### config.mk
export PLATFORM = sky130hd
export DESIGN_NAME = gsao_ctrl
export DESIGN_NICKNAME = d
export VERILOG_FILES = /design/src/gsao_pkg.sv /design/src/gsao_ctrl.sv
export SDC_FILE = /design/constraint.sdc
export NUM_CORES = 1
export LEC_CHECK = 0
export CORE_MARGIN = 2
export CORE_UTILIZATION = 30
export DETAILED_ROUTE_END_ITERATION = 8
export DONT_BUFFER_PORTS = 1
export GPL_TIMING_DRIVEN = 0
export PLACE_DENSITY_LB_ADDON = 0.25
export REMOVE_ABC_BUFFERS = 1
export SYNTH_ARGS = -nofsm -noshare
export SYNTH_HDL_FRONTEND = slang
export SYNTH_SLANG_ARGS = --single-unit
export TNS_END_PERCENT = 30
### constraint.sdc
create_clock -name clk -period 1.6 [get_ports clk]
set_clock_uncertainty 0.2 [all_clocks]
set_input_delay 0.08 -clock clk [delete_from_list [all_inputs] [get_ports clk]]
set_output_delay 0.08 -clock clk [all_outputs]
set_load 0.01 [all_outputs]
### src/gsao_pkg.sv
// ----------------------------------------------------------------------------
// gsao_pkg: shared definitions for the adaptive-output gshare predictor
// Table geometry, field widths, reset values and the command and status
// bundles passed between the controller and the datapath.
// ----------------------------------------------------------------------------
package gsao_pkg;

    // Table geometry.
    localparam int INDEX_BITS  = 12;
    localparam int TABLE_DEPTH = 1 << INDEX_BITS;

    // Field widths.
    localparam int ADDR_W  = 32;
    localparam int CTR_W   = 2;
    localparam int TALLY_W = 24;
    localparam int IVL_W   = 24;

    typedef logic [INDEX_BITS-1:0] index_t;
    typedef logic [CTR_W-1:0]      ctr_t;
    typedef logic [TALLY_W-1:0]    tally_t;
    typedef logic [IVL_W-1:0]      ivl_t;

    // Reset values and counter limits.
    localparam ctr_t   CTR_RESET    = 2'd1;
    localparam ctr_t   CTR_MAX      = 2'd3;
    localparam ctr_t   CTR_MIN      = 2'd0;
    localparam tally_t TALLY_MAX    = {TALLY_W{1'b1}};
    localparam ivl_t   IVL_RESET    = 24'd65536;
    localparam logic [3:0] MAP_RESET = 4'b1100;

    // Commands from the controller to the datapath.
    typedef struct packed {
        logic   load;       // capture an incoming request and read its entry
        logic   commit;     // update state and load the result register
        logic   clear_wr;   // write the reset state during the clearing pass
        index_t clear_addr; // entry being cleared
    } ctrl_cmd_t;

    // Status from the datapath to the controller.
    typedef struct packed {
        logic out_free;     // result register can take a new result this cycle
    } dp_status_t;

endpackage

### src/gsao_ctrl.sv
// ----------------------------------------------------------------------------
// gsao_ctrl: predictor controller
// Sequences the table clearing pass after reset, then alternates between
// taking a request and committing its update once the result register is free.
// ----------------------------------------------------------------------------
module gsao_ctrl
    import gsao_pkg::*;
(
    input  logic       clk,
    input  logic       rst_n,
    input  logic       in_valid,
    output logic       in_stall,
    input  dp_status_t status,
    output ctrl_cmd_t  cmd
);

    localparam logic [1:0] ST_CLEAR  = 2'd0;
    localparam logic [1:0] ST_IDLE   = 2'd1;
    localparam logic [1:0] ST_UPDATE = 2'd2;

    logic [1:0] state_reg;
    logic [1:0] state_next;
    index_t     clear_cnt_reg;
    index_t     clear_cnt_next;

    // Next state and command decode.
    always_comb
    begin
        state_next       = state_reg;
        clear_cnt_next   = clear_cnt_reg;
        cmd.load         = 1'b0;
        cmd.commit       = 1'b0;
        cmd.clear_wr     = 1'b0;
        cmd.clear_addr   = clear_cnt_reg;
        in_stall         = 1'b1;
        unique case (state_reg)
            ST_CLEAR:
            begin
                cmd.clear_wr   = 1'b1;
                clear_cnt_next = clear_cnt_reg + index_t'(1);
                if (clear_cnt_reg == {INDEX_BITS{1'b1}})
                begin
                    state_next = ST_IDLE;
                end
            end
            ST_IDLE:
            begin
                in_stall = 1'b0;
                if (in_valid)
                begin
                    cmd.load   = 1'b1;
                    state_next = ST_UPDATE;
                end
            end
            ST_UPDATE:
            begin
                if (status.out_free)
                begin
                    cmd.commit = 1'b1;
                    state_next = ST_IDLE;
                end
            end
            default:
            begin
                state_next = ST_CLEAR;
            end
        endcase
    end

    // State registers.
    always_ff @(posedge clk or negedge rst_n)
    begin
        if (!rst_n)
        begin
            state_reg     <= ST_CLEAR;
            clear_cnt_reg <= '0;
        end
        else
        begin
            state_reg     <= state_next;
            clear_cnt_reg <= clear_cnt_next;
        end
    end

endmodule

==> impl_metrics.yaml, run 1 <==
run_status:
  status: "completed"
clock_network:
  clock_latency_ns: 0.28
  cts_tree: "built"
  clockBufferDepth: 2
  clk_pin_slew_ns: 0.09
  numCtsBuffers: 3
  htree_num_levels: 1
  root_buffer: "clkbuf_4"
  clock-sinks: 14
synthesis:
  synth_cell_types: 19
  synthMuxAreaShare_pct: 1.63
  synth_compound_area_share_pct: 2.35
  post_synth_fa_ha_maj_area_fraction_pct: 1.81
  avgSynthCellArea_um2: 11.7
  synth_top_family_by_area: "simple AND/OR/NAND/NOR gates"
  synth_seq_area_share_pct: 50.6
  ys_ff_latch: 14
  synth-xor-area-share_pct: 13.9
  syn_inst: 59
  yosysWarnings: 0
  netlist_area_um2: 692
  synthSimpleGateAreaFrac_pct: 26.4
final_layout:
  syn2layout_area_growth_pct: 21.3
  drive_gt1_share_pct: 30.9
  n_antenna_cell: 0
  largest_reg_flops: 12
  nNetsFinal: 74
timing:
  timing.setup.tns_ns: 0
  setup-violations-final: 0
  worst_slack_ns: 0.0536
  fin_crit_ns: 1.55
  hold_violations: 0
  tightest_slew_ns: 0.636
  fmax_ghz: 0.647
  rsz0062_at_grt: "true"
  min_period_over_period_pct: 96.6
  slew_headroom_pct: 57.5
  drv_slew: 0
  holdWs_ns: 0.0500
worst_setup_path:
  r2r-end: "clear_cnt_reg[5]$_DFFE_PN0N_"
  required_ns: 1.61
  worstPathArrival_ns: 1.56
  cp-start-kind: "flip-flop"
  critPathKind: "reg -> reg"
  rrSetupSlack_ns: 0.05
  r2r_cells: 3
  cp-end-kind: "flip-flop"
  crit_fanout: 8
  r2r-start: "clear_cnt_reg[2]$_DFFE_PN0N_"
floorplan:
  rows: 17
  die_h_um: 52.0
  core-area_mm2: 0.00219
  initial_core_util_pct: 31.6
  io_pins: 20
  die_area_mm2: 0.00271
  chipWidth_um: 52.0
power_and_ir_drop:
  power.leakage_nw: 0.404
  power_density_mw_per_mm2: 1550
  irDropWorstVdd_uv: 954
grt:
  grt_overflow_total: 0
  grt_pass1_wl_um: 2200
  first_global_vias: 458
  track_usage_pct: 11.3
  grt_start_max_net_pins: 15
  antenna_found_initial: 0
min_path:
  worstHoldPathType: "in -> async"
placed_design:
  portBuffers: 0
  post-place-ws_ns: -0.207
  dpl.hpwl_um: 911
  gp_congestion: 0.667
drt:
  vias: 456
  drtPass1Iterations: 4
  drt-initial-drc-count: 6
  final_antenna_net_count: 0
  drc_errors: 0
  viasPerCell: 4.75
  finalWirelength_um: 1260
  avgRoutedWirePerCell_um: 13.1
run:
  drv_cap: 0
## per-stage QoR
stage	power, mW	cells	cell area (um2)	utilization [%]
3_3_place_gp	0.968	86	716	32.7
4_1_cts	1.28	94	796	36.3
6_report	1.30	96	840	38.3
5_1_grt	1.41	96	840	38.3
2_1_floorplan	0.899	58	681	-
3_5_place_dp	0.972	86	716	32.7
## layout by cell type (no fill, tap or decap)
master,instances
inv_1,3
dfrtp_2,3
nand2_1,4
xnor2_1,4
clkbuf_4,3
nand4_1,3
a211o_1,1
nor4_4,3
xor2_1,7
dlygate4sd3_1,3
or3b_4,1
clkbuf_8,1
and3b_1,1
mux2_2,1
nand3_2,1
a21o_1,1
nand2_2,1
nand2b_1,1
buf_4,3
nand3_1,1
ha_1,1
nor2_1,6
dfrtp_1,11
nor3_2,3
nor3_4,1
## area by class of cell
type / count / area [um2]
Tap cell: 28 / 35.0
Fill cell: 224 / 1350
Inverter: 3 / 11.3
Clock buffer: 4 / 36.3
Multi-Input combinational cell: 41 / 350
Timing Repair Buffer: 6 / 52.6
Sequential cell: 14 / 354
## critical path, stage by stage, from the launching register on
cell     delay [ns]
dfrtp_2        0.43
or3b_4         0.50
nor3_2         0.20
xor2_1         0.15
## per-layer routing
metal  track usage, %  routed length (um)
met4             1.32                   0
met2             15.2                 533
met5                0                   0
met3             6.90                 123
met1             15.7                 600
## worst max-delay path by stage
stage,start,endpoint,slack (ns),depth (start not counted)
floorplan,clear_cnt_reg[2]$_DFFE_PN0N_,clear_cnt_reg[11]$_DFFE_PN0N_,-0.1,3
finish,clear_cnt_reg[2]$_DFFE_PN0N_,clear_cnt_reg[5]$_DFFE_PN0N_,0.05,3
CTS,clear_cnt_reg[2]$_DFFE_PN0N_,clear_cnt_reg[6]$_DFFE_PN0N_,0.005,3
detailed placement,clear_cnt_reg[2]$_DFFE_PN0N_,clear_cnt_reg[10]$_DFFE_PN0N_,-0.21,3
global route,clear_cnt_reg[5]$_DFFE_PN0N_,clear_cnt_reg[10]$_DFFE_PN0N_,-0.02,4
global placement,clear_cnt_reg[2]$_DFFE_PN0N_,clear_cnt_reg[10]$_DFFE_PN0N_,-0.20,3
## where the power goes
| part | leakage [nW] | total, mW | internal (mW) | switching (mW) |
|---|---|---|---|---|
| Sequential | 0.179 | 0.650 | 0.463 | 0.187 |
| Combinational | 0.204 | 0.397 | 0.170 | 0.226 |
| Clock | 0.0210 | 0.256 | 0.138 | 0.118 |
## cells by family (layout without fill, tap and decap cells)
group,count (synthesis),in the layout
muxes,1,1
AOI/OAI and AO/OA,2,2
xor gates and xnor gates,11,11
adders and majority gates,1,1
buffers and inverters,4,13
and+or+nand+nor,26,26
DFF,14,14
## synth_stat cells
cell type / n / area share (%)
nand2b_1: 1 / 0.90
xnor2_1: 4 / 5.1
a211o_1: 1 / 1.3
xor2_1: 7 / 8.9
nor3_2: 1 / 1.4
and3b_1: 1 / 1.3
nand4_1: 3 / 2.7
buf_6: 1 / 1.6
nor4_4: 3 / 9.2
nand2_1: 5 / 2.7
inv_1: 3 / 1.6
a21o_1: 1 / 1.1
nor2_1: 6 / 3.3
or3b_1: 1 / 1.3
mux2_2: 1 / 1.6
ha_1: 1 / 1.8
nand3_1: 2 / 1.4
dfrtp_1: 14 / 51
nor3_1: 3 / 2.2
## timing repair
item	CTS	global route
gates resized for setup	3	7
hold buffers	3	0
setup buffers	1	2
pin swaps	4	6
setup endpoints to repair	9	9
endpoints found under the hold margin	16	0
(Power assumes the default switching activity.)
==> run 2: changes to the inputs <==
CORE_MARGIN = 3   (was 2)
==> impl_metrics.yaml, run 2 (same netlist as run 1, synthesis figures left out) <==
drt:
  vias: 461
  drtPass1Iterations: 2
  drc_errors: 0
  finalWirelength_um: 1290
  avgRoutedWirePerCell_um: 13.9
  viasPerCell: 4.96
  drt-initial-drc-count: 4
  final_antenna_net_count: 0
final_layout:
  nNetsFinal: 73
  fillers: 208
  largest_reg_flops: 12
  multi_input_area_um2: 365
  n_antenna_cell: 0
  final_cell_mix: "dfrtp_1, xor2_1, nor2_1"
  mostFrequentLayoutCell: "dfrtp_1"
  syn2layout_area_growth_pct: 20.3
  seqCellArea_um2: 354
  final_area_um2: 832
  drive_gt1_share_pct: 30.3
timing:
  worst_slack_ns: 0.0331
  slew_headroom_pct: 57.0
  drv_slew: 0
  setup-violations-final: 0
  hold_violations: 0
  fin_crit_ns: 1.57
  min_period_over_period_pct: 97.9
  fmax_ghz: 0.638
  tightest_slew_ns: 0.643
  rsz0062_at_grt: "true"
grt:
  first_global_vias: 460
  grt_start_max_net_pins: 15
  grt_overflow_total: 0
  antenna_found_initial: 0
  track_usage_pct: 10.2
  grt_pass1_wl_um: 2100
min_path:
  worstHoldPathType: "in -> async"
placed_design:
  gp_congestion: 0.647
  place_area_um2: 714
  portBuffers: 0
  post-place-ws_ns: -0.224
  dpl.hpwl_um: 914
floorplan:
  die_area_mm2: 0.00292
  die_h_um: 54.0
  initial_core_util_pct: 33.6
  io_pins: 20
  chipWidth_um: 54.0
  rows: 16
  core-area_mm2: 0.00206
clock_network:
  clk_pin_slew_ns: 0.08
  root_buffer: "clkbuf_4"
  clockBufferDepth: 2
  htree_num_levels: 1
  clock-sinks: 14
  cts_tree: "built"
  numCtsBuffers: 3
  clock_latency_ns: 0.27
worst_setup_path:
  required_ns: 1.56
  crit_fanout: 5
  critPathSlowestCell: "dfrtp_2"
  worstPathArrival_ns: 1.53
  cpLargestDelayFamily: "flip-flops"
  cp-end-kind: "flip-flop"
  crit_chain: "ha_1 -> nand2_2 -> nor3_4 -> a211o_1"
  critPathKind: "reg -> reg"
  slowest_delay_ns: 0.47
  cp-start-kind: "flip-flop"
  cp_num_buf_inv: 0
power_and_ir_drop:
  power.internal_mw: 0.719
  irDropWorstVdd_uv: 1190
  swShare_pct: 43.5
  seq_power_share_pct: 51.3
  power.leakage_nw: 0.409
  p_switching_mw: 0.554
  power_density_mw_per_mm2: 1530
  power.share.clock_pct: 15.3
  p_comb_share_pct: 33.4
run_status:
  status: "completed"
run:
  drv_cap: 0
==> run 2: changes by cell type in the layout (fill, tap and decap cells not counted) <==
cell      before  now
nor3_2         3    1
nor2_1         6    5
nor3_4         1    3
nor2_2         0    1
clkbuf_8       1    0
buf_4          3    2
==> run 2: per-layer routing <==
layer | global-route usage [%] | wire length [um]
met1 | 13.6 | 570
met2 | 12.9 | 545
met3 | 8.03 | 176
met4 | 1.24 | 0
met5 | 0 | 0
==> run 2: power groups by stage <==
stage | clock network (mW) | logic, mW | registers [mW]
final | 0.195 | 0.425 | 0.653
after global routing | 0.233 | 0.470 | 0.680
after CTS | 0.208 | 0.365 | 0.645
after detailed placement | 0 | 0.328 | 0.647
after global placement | 0 | 0.323 | 0.645
after floorplan | 0 | 0.290 | 0.608
==> run 2: final timing paths <==
| kind | start | endpoint | slack (ns) | cells past startpoint |
|---|---|---|---|---|
| max | clear_cnt_reg[0]$_DFFE_PN0N_ | state_reg[0]$_DFFE_PN0P_ | 0.03 | 4 |
| min | rst_n | clear_cnt_reg[6]$_DFFE_PN0N_ | 0.06 | 1 |
| max reg2reg | clear_cnt_reg[0]$_DFFE_PN0N_ | state_reg[0]$_DFFE_PN0P_ | 0.03 | 4 |
| min reg2reg | clear_cnt_reg[2]$_DFFE_PN0N_ | clear_cnt_reg[2]$_DFFE_PN0N_ | 0.34 | 1 |
| max in group asynchronous | rst_n | clear_cnt_reg[1]$_DFFE_PN0N_ | 0.68 | 1 |
| min in group clk | clear_cnt_reg[2]$_DFFE_PN0N_ | clear_cnt_reg[2]$_DFFE_PN0N_ | 0.34 | 1 |
==> run 2: cell type report <==
type | instances | area share, %
clock buffers | 3 | 2.71
well taps | 27 | 4.06
multi-input cells | 41 | 43.9
flip-flops and latches | 14 | 42.6
repair buffers | 5 | 5.41
inverters | 3 | 1.35
==> run 2: through the flow <==
step | hold WS [ns] | cells | TNS, ns | total power [mW] | util, %
6_report | 0.0636 | 93 | 0 | 1.27 | 40.4
5_1_grt | 0.0969 | 93 | -0.0883 | 1.38 | 40.4
3_5_place_dp | -0.415 | 85 | -1.47 | 0.976 | 34.6
3_3_place_gp | -0.415 | 85 | -1.35 | 0.968 | 34.6
2_1_floorplan | -0.416 | 58 | -0.455 | 0.899 | -
4_1_cts | 0.0833 | 91 | -0.0209 | 1.22 | 37.5
==> run 2: timing repair <==
action                                  4_1_cts  5_1_grt
pin swaps                                     3        6
hold buffers                                  3        0
hold endpoints to repair                     16        0
buffers inserted                              0        2
endpoints found under the setup margin        9        7
gates resized for setup                       3       10
==> run 3: changes to the inputs <==
GPL_TIMING_DRIVEN = default   (was 0)
==> impl_metrics.yaml, run 3 (same netlist as run 1, synthesis figures left out) <==
run_status:
  status: "completed"
final_layout:
  syn2layout_area_growth_pct: 29.3
  mostFrequentLayoutCell: "dfrtp_1"
  nNetsFinal: 83
  final_cell_mix: "dfrtp_1, buf_4, xor2_1"
  n_antenna_cell: 0
  drive_gt1_share_pct: 35.5
  final_cells: 103
  largest_reg_flops: 12
  final_util_pct: 43.4
  fillers: 217
drt:
  drc_errors: 0
  final_antenna_net_count: 0
  drt-initial-drc-count: 3
  vias: 485
  avgRoutedWirePerCell_um: 12.7
  drtPass1Iterations: 4
  viasPerCell: 4.71
  finalWirelength_um: 1310
worst_setup_path:
  r2r-start: "state_reg[1]$_DFFE_PN0P_"
  r2r_cells: 4
  cp-end-kind: "flip-flop"
  critPathSlowestCell: "or3b_1"
  crit_chain: "or3b_1 -> buf_6 -> nor4_4 -> xor2_1"
  required_ns: 1.60
  cp_num_buf_inv: 1
  cpLargestDelayFamily: "simple AND/OR/NAND/NOR gates"
  critPathKind: "reg -> reg"
  crit_fanout: 8
  slowest_delay_ns: 0.38
  rrSetupSlack_ns: 0.02
  cp-start-kind: "flip-flop"
  worstPathArrival_ns: 1.58
  r2r-end: "clear_cnt_reg[10]$_DFFE_PN0N_"
floorplan:
  die_h_um: 54.0
  io_pins: 20
  core-area_mm2: 0.00206
  rows: 16
  chipWidth_um: 54.0
  die_area_mm2: 0.00292
  initial_core_util_pct: 33.6
grt:
  grt_pass1_wl_um: 2300
  track_usage_pct: 11.1
  first_global_vias: 513
  grt_start_max_net_pins: 15
  grt_overflow_total: 0
  antenna_found_initial: 0
timing:
  worst_slack_ns: 0.0210
  min_period_over_period_pct: 98.7
  tightest_slew_ns: 0.624
  setup-violations-final: 0
  slew_headroom_pct: 58.3
  fmax_ghz: 0.633
  hold_violations: 0
  rsz0062_at_grt: "true"
  fin_crit_ns: 1.58
  drv_slew: 0
  timing.setup.tns_ns: 0
clock_network:
  cts_setup_buffers: 0
  clk_pin_slew_ns: 0.08
  root_buffer: "clkbuf_4"
  numCtsBuffers: 3
  clockBufferDepth: 2
  clock_latency_ns: 0.27
  cts_tree: "built"
  htree_num_levels: 1
  clock-sinks: 14
power_and_ir_drop:
  power_density_mw_per_mm2: 1560
  power.leakage_nw: 0.446
  irDropWorstVdd_uv: 877
min_path:
  worstHoldPathType: "in -> async"
placed_design:
  portBuffers: 0
  post-place-ws_ns: -0.0366
  placed_cells: 97
  gp_congestion: 0.703
  dpl.hpwl_um: 1030
run:
  drv_cap: 0
[run 3: cell count changes in the layout (fill, tap and decap cells not counted), sizes merged]
cell / delta
buf: +10
[run 3: how the worst max path moves through the flow]
stage / start / to / slack (ns) / depth (start not counted)
floorplan: clear_cnt_reg[2]$_DFFE_PN0N_ / clear_cnt_reg[11]$_DFFE_PN0N_ / -0.1 / 3
CTS: state_reg[0]$_DFFE_PN0P_ / clear_cnt_reg[11]$_DFFE_PN0N_ / -0.02 / 4
detailed placement: state_reg[1]$_DFFE_PN0P_ / clear_cnt_reg[10]$_DFFE_PN0N_ / -0.04 / 4
finish: state_reg[1]$_DFFE_PN0P_ / clear_cnt_reg[10]$_DFFE_PN0N_ / 0.02 / 4
global placement: state_reg[1]$_DFFE_PN0P_ / clear_cnt_reg[11]$_DFFE_PN0N_ / -0.01 / 4
global route: state_reg[0]$_DFFE_PN0P_ / clear_cnt_reg[7]$_DFFE_PN0N_ / -0.04 / 4
[run 3: metal layers]
layer  vias up  part of all wire, %  GRT usage (%)
li1        238                    -              -
met1       227                   47           13.7
met2        20                   42           16.1
met3         0                   11           7.76
met4         0                    0           1.24
met5         -                    0              0
[run 3: stage by stage]
| step | total power [mW] | hold WS (ns) | cell area (um2) |
|---|---|---|---|
| 2_1_floorplan | 0.899 | -0.416 | 681 |
| 3_3_place_gp | 1.14 | -0.415 | 805 |
| 3_5_place_dp | 1.15 | -0.415 | 805 |
| 4_1_cts | 1.38 | 0.0735 | 861 |
| 5_1_grt | 1.52 | 0.0925 | 895 |
| 6_report | 1.39 | 0.0619 | 895 |
[run 3: layout make-up]
type                            instances  area [um2]  area share (%)
Multi-Input combinational cell         41         353            39.4
Sequential cell                        14         350            39.2
Timing Repair Buffer                   15         124            13.8
Clock buffer                            3        22.5            2.52
Inverter                                3        11.3            1.26
Tap cell                               27        33.8            3.78
[run 3: worst reg2reg max path: stages (launching register included)]
cell and delay [ns]:
dfrtp_1 0.37, or3b_1 0.38, buf_6 0.16, nor4_4 0.22, xor2_1 0.17
[run 3: repair_timing]
item / CTS / global route
pin swaps: 5 / 3
hold buffers: 3 / 0
hold endpoints to repair: 16 / 0
resized for setup: 1 / 8
setup endpoints to repair: 4 / 9
[run 3: power by group]
part	switching [mW]	leakage, nW	internal (mW)	total, mW
registers	0.0761	0.182	0.455	0.531
logic	0.373	0.251	0.302	0.675
clock network	0.102	0.0138	0.0870	0.189
total	0.550	0.446	0.844	1.39
